**config.mk**
```make
export PLATFORM = sky130hd
export DESIGN_NAME = pulse_width_key_frame_decoder_core
export DESIGN_NICKNAME = d
export VERILOG_FILES = /design/src/hw/rtl/pwkfd_pkg.sv /design/src/hw/rtl/pwkfd_key_decode.sv /design/src/hw/rtl/pulse_width_key_frame_decoder_core.sv
export SDC_FILE = /design/constraint.sdc
export NUM_CORES = 1
export LEC_CHECK = 0
export BUFFER_PORTS_ARGS = -buffer_cell sky130_fd_sc_hd__buf_2
export CAP_MARGIN = 20
export CORE_ASPECT_RATIO = 0.75
export CORE_MARGIN = 2
export CORE_UTILIZATION = 35
export DETAILED_ROUTE_END_ITERATION = 7
export PLACE_DENSITY = 0.66
export SLEW_MARGIN = 20
export SYNTH_ARGS = -nofsm -noshare
export SYNTH_HDL_FRONTEND = slang
export SYNTH_SLANG_ARGS = --single-unit
```
**constraint.sdc**
```tcl
create_clock -name clk_i -period 6.55 [get_ports clk_i]
set_input_delay 0.9825 -clock clk_i [delete_from_list [all_inputs] [get_ports clk_i]]
set_output_delay 0.9825 -clock clk_i [all_outputs]
set_load 0.02 [all_outputs]
```
**src/hw/rtl/pwkfd_pkg.sv**
```systemverilog
// Types and constants of the pulse width key frame decoder.
package pwkfd_pkg;

  localparam int DefDurationBits = 16;
  localparam int DurationW       = 16;

  localparam logic [3:0] RepeatCountReset = 4'd2;
  localparam logic [7:0] PairLimitReset   = 8'd80;

  // Configuration register indices.
  typedef enum logic {
    CFG_REPEAT_COUNT = 1'b0,
    CFG_PAIR_LIMIT   = 1'b1
  } cfg_idx_e;

  typedef enum logic [2:0] {
    ST_OK       = 3'd0,
    ST_TIMEOUT  = 3'd1,
    ST_LIMIT    = 3'd2,
    ST_MISMATCH = 3'd3,
    ST_BADCODE  = 3'd4
  } status_e;

  // 1-of-4 nibble codes.
  localparam logic [3:0] NibVal3 = 4'hE;
  localparam logic [3:0] NibVal2 = 4'hD;
  localparam logic [3:0] NibVal1 = 4'hB;
  localparam logic [3:0] NibVal0 = 4'h7;

  typedef struct packed {
    logic [DurationW-1:0] low_time;
    logic [DurationW-1:0] high_time;
    logic                 timed_out;
    logic                 new_read;
  } in_word_t;

  typedef struct packed {
    status_e     status;
    logic [31:0] raw_code;
    logic [15:0] key_code;
  } out_word_t;

endpackage

```
**src/hw/rtl/pwkfd_key_decode.sv**
```systemverilog
// Checks the eight 1-of-4 nibbles of a raw code and packs the key bytes.
module pwkfd_key_decode (
  input  logic [31:0] code_i,
  output logic [15:0] key_o,
  output logic        bad_o
);

  logic [1:0] val [8];
  logic [7:0] bad;

  always_comb begin
    for (int n = 0; n < 8; n++) begin
      bad[n] = 1'b0;
      case (code_i[4*n +: 4])
        pwkfd_pkg::NibVal3: val[n] = 2'd3;
        pwkfd_pkg::NibVal2: val[n] = 2'd2;
        pwkfd_pkg::NibVal1: val[n] = 2'd1;
        pwkfd_pkg::NibVal0: val[n] = 2'd0;
        default: begin
          val[n] = 2'd0;
          bad[n] = 1'b1;
        end
      endcase
    end
  end

  // Byte 0 sits in the low bits of the code and gives the low nibble of the key.
  always_comb begin
    for (int b = 0; b < 4; b++) begin
      key_o[4*b +: 4] = {val[2*b+1], val[2*b]};
    end
  end

  assign bad_o = |bad;

endmodule

```
**src/hw/rtl/pulse_width_key_frame_decoder_core.sv**
```systemverilog
// Top level of the pulse width key frame decoder.
//
// Input channel (in_valid_i / in_ready_o / in_data_i): one word per measured
// low/high pulse pair, with the timeout and new-read flags alongside.
// Configuration channel (cfg_valid_i / cfg_ready_o / cfg_index_i / cfg_data_i):
// index 0 is the repeat count, index 1 the pair limit; always ready, and only
// to be written while the block is idle.
// Output channel (out_valid_o / out_ready_i / out_data_o): one word per read,
// carrying the status, the raw code of the first frame and the key bytes.
//
// Each pair is handled on its accepting edge: the frame state and, if the pair
// ends a read, the output register load on that edge, so the result is
// offered from the next cycle on, and one pair per cycle while no result stalls.
// The output register parts the channels: a new pair is accepted while a
// result waits, as long as that result is taken in the same cycle. When the
// receiver stalls with a result pending, in_ready_o drops until it is taken.
// Reset empties the output register, restores the register defaults
// (repeat count 2, pair limit 80) and makes the next pair an initial pair.
module pulse_width_key_frame_decoder_core #(
  parameter int DURATION_BITS = pwkfd_pkg::DefDurationBits
) (
  input  logic                  clk_i,
  input  logic                  rst_ni,
  input  logic                  in_valid_i,
  output logic                  in_ready_o,
  input  pwkfd_pkg::in_word_t   in_data_i,
  output logic                  out_valid_o,
  input  logic                  out_ready_i,
  output pwkfd_pkg::out_word_t  out_data_o,
  input  logic                  cfg_valid_i,
  output logic                  cfg_ready_o,
  input  pwkfd_pkg::cfg_idx_e   cfg_index_i,
  input  logic [7:0]            cfg_data_i
);

  localparam int DurW     = pwkfd_pkg::DurationW;
  localparam int MaskBits = (DURATION_BITS < DurW) ? DURATION_BITS : DurW;
  localparam logic [DurW-1:0] DurMask =
    DurW'(((DurW+1)'(1) << MaskBits) - (DurW+1)'(1));

  typedef enum logic [1:0] {
    PH_IDLE, // waiting for the initial pair
    PH_DROP, // dropping the pair before a frame
    PH_HUNT, // looking for the start nibble
    PH_DATA  // shifting in the 32 data bits
  } phase_e;

  phase_e     phase_q, phase_d;
  logic [3:0] window_q, window_d;
  logic [3:0] bit_cnt_q, bit_cnt_d;
  logic [2:0] byte_idx_q, byte_idx_d;
  logic [7:0] shift_q, shift_d;
  logic [7:0] pair_cnt_q, pair_cnt_d;
  logic [3:0] frames_q, frames_d;
  logic [31:0] frame_q, frame_d;
  logic [31:0] first_q, first_d;

  logic [3:0] repeat_q;
  logic [7:0] limit_q;

  logic                 out_valid_q, res_valid;
  pwkfd_pkg::out_word_t out_q, res;

  logic [DurW-1:0] lo, hi;
  logic            tmo_lo, hi_zero, pair_bit;
  logic            in_fire;

  logic [31:0] dec_code;
  logic [15:0] dec_key;
  logic        dec_bad;

  // Intermediates of the step.
  phase_e     ph;
  logic [3:0] win;
  logic [7:0] sb;
  logic [3:0] bc;
  logic [2:0] bi;
  logic [31:0] fc;
  logic [7:0] pc;
  logic [3:0] fd;

  assign in_ready_o  = !out_valid_q || out_ready_i;
  assign in_fire     = in_valid_i && in_ready_o;
  assign cfg_ready_o = 1'b1;
  assign out_valid_o = out_valid_q;
  assign out_data_o  = out_q;

  assign lo       = in_data_i.low_time & DurMask;
  assign hi       = in_data_i.high_time & DurMask;
  assign tmo_lo   = in_data_i.timed_out || (lo == '0);
  assign hi_zero  = (hi == '0);
  assign pair_bit = lo < hi;

  pwkfd_key_decode u_key_decode (
    .code_i (dec_code),
    .key_o  (dec_key),
    .bad_o  (dec_bad)
  );

  always_comb begin
    phase_d    = phase_q;
    window_d   = window_q;
    bit_cnt_d  = bit_cnt_q;
    byte_idx_d = byte_idx_q;
    shift_d    = shift_q;
    pair_cnt_d = pair_cnt_q;
    frames_d   = frames_q;
    frame_d    = frame_q;
    first_d    = first_q;
    res_valid  = 1'b0;
    res        = '{status: pwkfd_pkg::ST_OK, raw_code: '0, key_code: '0};

    ph  = in_data_i.new_read ? PH_IDLE : phase_q;
    win = window_q | {3'b000, pair_bit};
    sb  = {shift_q[6:0], pair_bit};
    bc  = bit_cnt_q + 4'd1;
    bi  = byte_idx_q + 3'd1;
    fc  = {frame_q[23:0], sb};
    pc  = pair_cnt_q + 8'd1;
    fd  = frames_q + 4'd1;
    // The first frame's code is written on the same edge it may be decoded.
    dec_code = (frames_q == 4'd0) ? fc : first_q;

    case (ph)
      PH_IDLE: begin
        if (tmo_lo || hi_zero) begin
          res_valid  = 1'b1;
          res.status = pwkfd_pkg::ST_TIMEOUT;
          phase_d    = PH_IDLE;
        end else begin
          frames_d = 4'd0;
          phase_d  = PH_DROP;
        end
      end
      PH_DROP: begin
        if (tmo_lo || hi_zero) begin
          res_valid  = 1'b1;
          res.status = pwkfd_pkg::ST_TIMEOUT;
          phase_d    = PH_IDLE;
        end else begin
          window_d   = 4'hF;
          bit_cnt_d  = 4'd0;
          byte_idx_d = 3'd0;
          shift_d    = 8'd0;
          pair_cnt_d = 8'd0;
          frame_d    = 32'd0;
          phase_d    = PH_HUNT;
        end
      end
      PH_HUNT, PH_DATA: begin
        if (tmo_lo) begin
          res_valid  = 1'b1;
          res.status = pwkfd_pkg::ST_TIMEOUT;
          phase_d    = PH_IDLE;
        end else begin
          pair_cnt_d = pc;
          if (pc == limit_q) begin
            res_valid  = 1'b1;
            res.status = pwkfd_pkg::ST_LIMIT;
            phase_d    = PH_IDLE;
          end else if (hi_zero) begin
            res_valid  = 1'b1;
            res.status = pwkfd_pkg::ST_TIMEOUT;
            phase_d    = PH_IDLE;
          end else if (ph == PH_HUNT) begin
            phase_d  = (win == 4'd1) ? PH_DATA : PH_HUNT;
            window_d = {win[2:0], 1'b0};
          end else if (bc < 4'd8) begin
            phase_d   = PH_DATA;
            shift_d   = sb;
            bit_cnt_d = bc;
          end else begin
            phase_d    = PH_DATA;
            frame_d    = fc;
            bit_cnt_d  = 4'd0;
            shift_d    = 8'd0;
            byte_idx_d = bi;
            if (bi >= 3'd4) begin
              if (frames_q == 4'd0) begin
                first_d = fc;
              end
              if ((frames_q != 4'd0) && (first_q != fc)) begin
                res_valid  = 1'b1;
                res.status = pwkfd_pkg::ST_MISMATCH;
                phase_d    = PH_IDLE;
              end else begin
                frames_d = fd;
                if (fd == repeat_q) begin
                  res_valid    = 1'b1;
                  res.raw_code = dec_code;
                  phase_d      = PH_IDLE;
                  if (dec_bad) begin
                    res.status = pwkfd_pkg::ST_BADCODE;
                  end else begin
                    res.key_code = dec_key;
                  end
                end else begin
                  phase_d = PH_DROP;
                end
              end
            end
          end
        end
      end
      default: begin
        phase_d = PH_IDLE;
      end
    endcase
  end

  always_ff @(posedge clk_i or negedge rst_ni) begin
    if (!rst_ni) begin
      phase_q     <= PH_IDLE;
      window_q    <= 4'hF;
      bit_cnt_q   <= 4'd0;
      byte_idx_q  <= 3'd0;
      shift_q     <= 8'd0;
      pair_cnt_q  <= 8'd0;
      frames_q    <= 4'd0;
      frame_q     <= 32'd0;
      repeat_q    <= pwkfd_pkg::RepeatCountReset;
      limit_q     <= pwkfd_pkg::PairLimitReset;
      out_valid_q <= 1'b0;
    end else begin
      if (cfg_valid_i && cfg_ready_o) begin
        case (cfg_index_i)
          pwkfd_pkg::CFG_REPEAT_COUNT: repeat_q <= cfg_data_i[3:0];
          pwkfd_pkg::CFG_PAIR_LIMIT:   limit_q  <= cfg_data_i;
          default: ;
        endcase
      end
      if (in_fire) begin
        phase_q     <= phase_d;
        window_q    <= window_d;
        bit_cnt_q   <= bit_cnt_d;
        byte_idx_q  <= byte_idx_d;
        shift_q     <= shift_d;
        pair_cnt_q  <= pair_cnt_d;
        frames_q    <= frames_d;
        frame_q     <= frame_d;
        out_valid_q <= res_valid;
      end else if (out_ready_i) begin
        out_valid_q <= 1'b0;
      end
    end
  end

  // Payload only: first code is read only after the first frame writes it.
  always_ff @(posedge clk_i) begin
    if (in_fire) begin
      first_q <= first_d;
      if (res_valid) begin
        out_q <= res;
      end
    end
  end

endmodule

```
==> impl_metrics.csv <==
group,metric,value,unit
finish,antennaDiodeCount,0,
logic_synthesis,syn_nets,818,
logic_synthesis,yosysSeqAreaShare,52.21,%
global_routing,antenna_found_initial,0,
worst_setup_path,path_cells,"inv_1, ha_1, nor3b_4, buf_4, mux2i_1, nor3b_1, a21oi_1, o21ai_0, nand3_1, or4_1, nor4_1",
floorplan,fp-row-count,48,
worst_setup_path,startpoint_type,"flip-flop",
clocking,clk_pin_slew,60,ps
power_and_ir_drop,leakagePower,3.953,nW
finish,num-nets-final,912,
finish,register_area,4203,µm²
placed_design,postPlaceCellArea,8827,µm²
power_and_ir_drop,total_power,0.002231,W
worst_setup_path,critPathTopFamily,"simple AND/OR/NAND/NOR gates",
timing,hold_ws,482.4,ps
worst_setup_path,arrival,4550,ps
finish,postLayoutCellArea,9429,µm²
timing,grt_setup_unrepaired,"false",
timing,fin_tns_setup,0,ps
global_routing,overflow,0,
logic_synthesis,netlist-cell-type-count,60,
worst_setup_path,worstPathMaxFanout,35,
logic_synthesis,syn_area,8050,µm²
clocking,htree_levels,4,
global_routing,grt_usage,15.28,%
drt,first_iter_violations,420,
logic_synthesis,synth-main-ff-cell,"edfxtp_1",
drt,vias,5714,
logic_synthesis,ys_warn_count,0,
job,cap_violations,0,
drt,drt-total-wl,18030,µm
placed_design,finalWeightedCongestion,0.8047,
worst_setup_path,critPathKind,"flip-flop to flip-flop",
worst_setup_path,worst-path-buf-inv,2,
timing,drv_slew,0,
floorplan,die_w,179.1,µm
logic_synthesis,ys_seq_elements,151,
drt,wire_per_inst,15.62,µm
timing,layout_setup_ws,2227,ps
clocking,cts-hold-fix-buffers,0,
timing,fmax,231.3,MHz
finish,drive_gt1_share,21.66,%
global_routing,grt_pass1_wl,28550,µm
timing,tightest_slew,866.4,ps
worst_setup_path,end_kind,"flip-flop",
min_path,hold_path_class,"flip-flop to flip-flop",
drt,viasPerCell,4.951,
timing,post-route-period-util,66.00,%
floorplan,die_h,135.3,µm
drt,ant_nets,0,
run_status,status,"finished, final reports clean",
timing,finalHoldViolations,0,
worst_setup_path,slowest_stage,"or4_1",
drt,first_pass_iters,5,
clocking,cts_setup_buffers,0,
clocking,clk-insertion-delay-late,430,ps
logic_synthesis,synthArstFlopShare,45.03,%
placed_design,dp_hpwl,12590,µm
timing,finalClockSkew,16.63,ps
logic_synthesis,syn_inst,747,
placed_design,pre_cts_slack,1990,ps
worst_setup_path,slowest_delay,880,ps
placed_design,portBuffers,100,
global_routing,grt_max_degree,69,
floorplan,start_util,35.27,%
clocking,postCtsResizedCells,0,
finish,multi_input_area,3490,µm²
clocking,cts_tree,"done",
finish,area_growth,17.13,%
timing,fin_crit,4323,ps
power_and_ir_drop,irDropWorstVdd,0.0001755,V
logic_synthesis,syn_avg_cell_area,10.78,µm²
power_and_ir_drop,power_density,236.6,nW/µm²
floorplan,core-area,22820,µm²
timing,setup_viol,0,
floorplan,die_area,24240,µm²
worst_setup_path,worstPathRequired,6770,ps
global_routing,grt_pass1_vias,5355,
timing,slew_headroom,42.24,%
clocking,cts.sink_count,151,
logic_synthesis,synth_edf_count,83,
clocking,numCtsBuffers,17,
finish,fill_cells,2175,
clocking,clock_path_buffers,2,
clocking,cts_root_buf,"clkbuf_16",
floorplan,num_io_pins,102,
drt,route.detailed.drc,0,
[Yosys cell counts (13+ instances only)]
cell      instances  area (µm²)
clkbuf_1         21       78.83
xnor2_1          39       341.6
nand3_1          14       70.07
nand2_1          89       334.1
a21oi_1          15       75.07
nor3_1           13       65.06
edfxtp_1         83        2492
mux2i_1          15       150.1
o21ai_0          59       295.3
nor2_1           57       214.0
mux2_2           13       146.4
inv_1            55       206.5
dfrtp_1          61        1526
nor4_1           24       150.1
ha_1             23       287.8
o31ai_1          13       97.59
xor2_1           31       271.5
[kinds of logic after synthesis]
group,after synthesis,synth area share [%]
AO/OA/AOI/OAI,117,8.890
XOR/XNOR,70,7.616
adder cells (fa/ha/maj),23,3.575
buffers and inverters,87,4.787
flip-flops,151,52.21
multiplexers,45,7.460
other,1,0.04658
AND/OR/NAND/NOR,253,15.42
[worst min-delay path, stage by stage (launching register included)]
cell,delay [ps]
dfstp_2,370
nand2_1,40
o21ai_0,70
[metal layers]
metal	share of wire (%)	vias to the layer above	GRT usage, %
li1	-	2824	-
met1	52	2708	23.63
met2	41	174	21.03
met3	6.4	8	4.181
met4	0.87	0	3.450
met5	0	-	0
[state kept, by name (all words and copies together), names as in the netlist]
signal and cells:
frame_q 24, byte_idx_q 3, pair_cnt_q 8, out_valid_o 1
out_data_o 51, repeat_q 4, limit_q 8, bit_cnt_q 3
phase_q 2, frames_q 4, first_q 32, window_q 4
shift_q 7
[cell type report]
| type | count | area share [%] |
|---|---|---|
| Timing Repair Buffer | 107 | 5.865 |
| Clock inverter | 11 | 1.606 |
| Tap cell | 300 | 3.981 |
| Multi-Input combinational cell | 509 | 37.01 |
| Sequential cell | 151 | 44.57 |
| Clock buffer | 21 | 4.777 |
| Inverter | 55 | 2.189 |
[through the flow]
step	util, %	std cells
6_report	41.32	1154
3_3_place_gp	38.68	1122
3_5_place_dp	38.68	1122
4_1_cts	41.32	1154
2_1_floorplan	-	747
5_1_grt	41.32	1154
[worst paths after layout]
kind | from | endpoint | slack [ps] | cells after the start
min in group asynchronous | rst_ni | pair_cnt_q[4]$_DFFE_PN0P_ | 760 | 2
max in group asynchronous | rst_ni | frame_q[22]$_DFFE_PN0P_ | 5230 | 2
max | frames_q[0]$_DFFE_PN0P_ | out_data_o[2]$_SDFFCE_PP0P_ | 2230 | 11
max reg2reg | frames_q[0]$_DFFE_PN0P_ | out_data_o[2]$_SDFFCE_PP0P_ | 2230 | 11
min reg2reg | window_q[3]$_DFFE_PN1P_ | window_q[3]$_DFFE_PN1P_ | 480 | 2
min | window_q[3]$_DFFE_PN1P_ | window_q[3]$_DFFE_PN1P_ | 480 | 2
[cells in the final DEF, fill, tap and decap left out, types with 8 or more instances in the layout]
| master | instances |
|---|---|
| a21oi_1 | 15 |
| buf_2 | 100 |
| clkbuf_16 | 17 |
| dfrtp_1 | 61 |
| edfxtp_1 | 83 |
| ha_1 | 23 |
| inv_1 | 55 |
| mux2_2 | 13 |
| mux2i_1 | 15 |
| mux2i_2 | 9 |
| mux2i_4 | 8 |
| nand2_1 | 89 |
| nand2b_1 | 8 |
| nand3_1 | 14 |
| nand4_1 | 11 |
| nor2_1 | 57 |
| nor3_1 | 13 |
| nor4_1 | 23 |
| o21ai_0 | 59 |
| o31ai_1 | 13 |
| or3_1 | 8 |
| xnor2_1 | 39 |
| xor2_1 | 31 |
[where the power goes]
part / internal [W] / switching, W / leakage (nW) / total, W
clock: 0.000611 / 0.000391 / 0.282 / 0.00100
combinational: 0.0000658 / 0.000103 / 1.97 / 0.000168
sequential: 0.00104 / 0.0000198 / 1.70 / 0.00106
total: 0.00172 / 0.000514 / 3.95 / 0.00223
No activity file was read; power rests on OpenSTA's default activity.
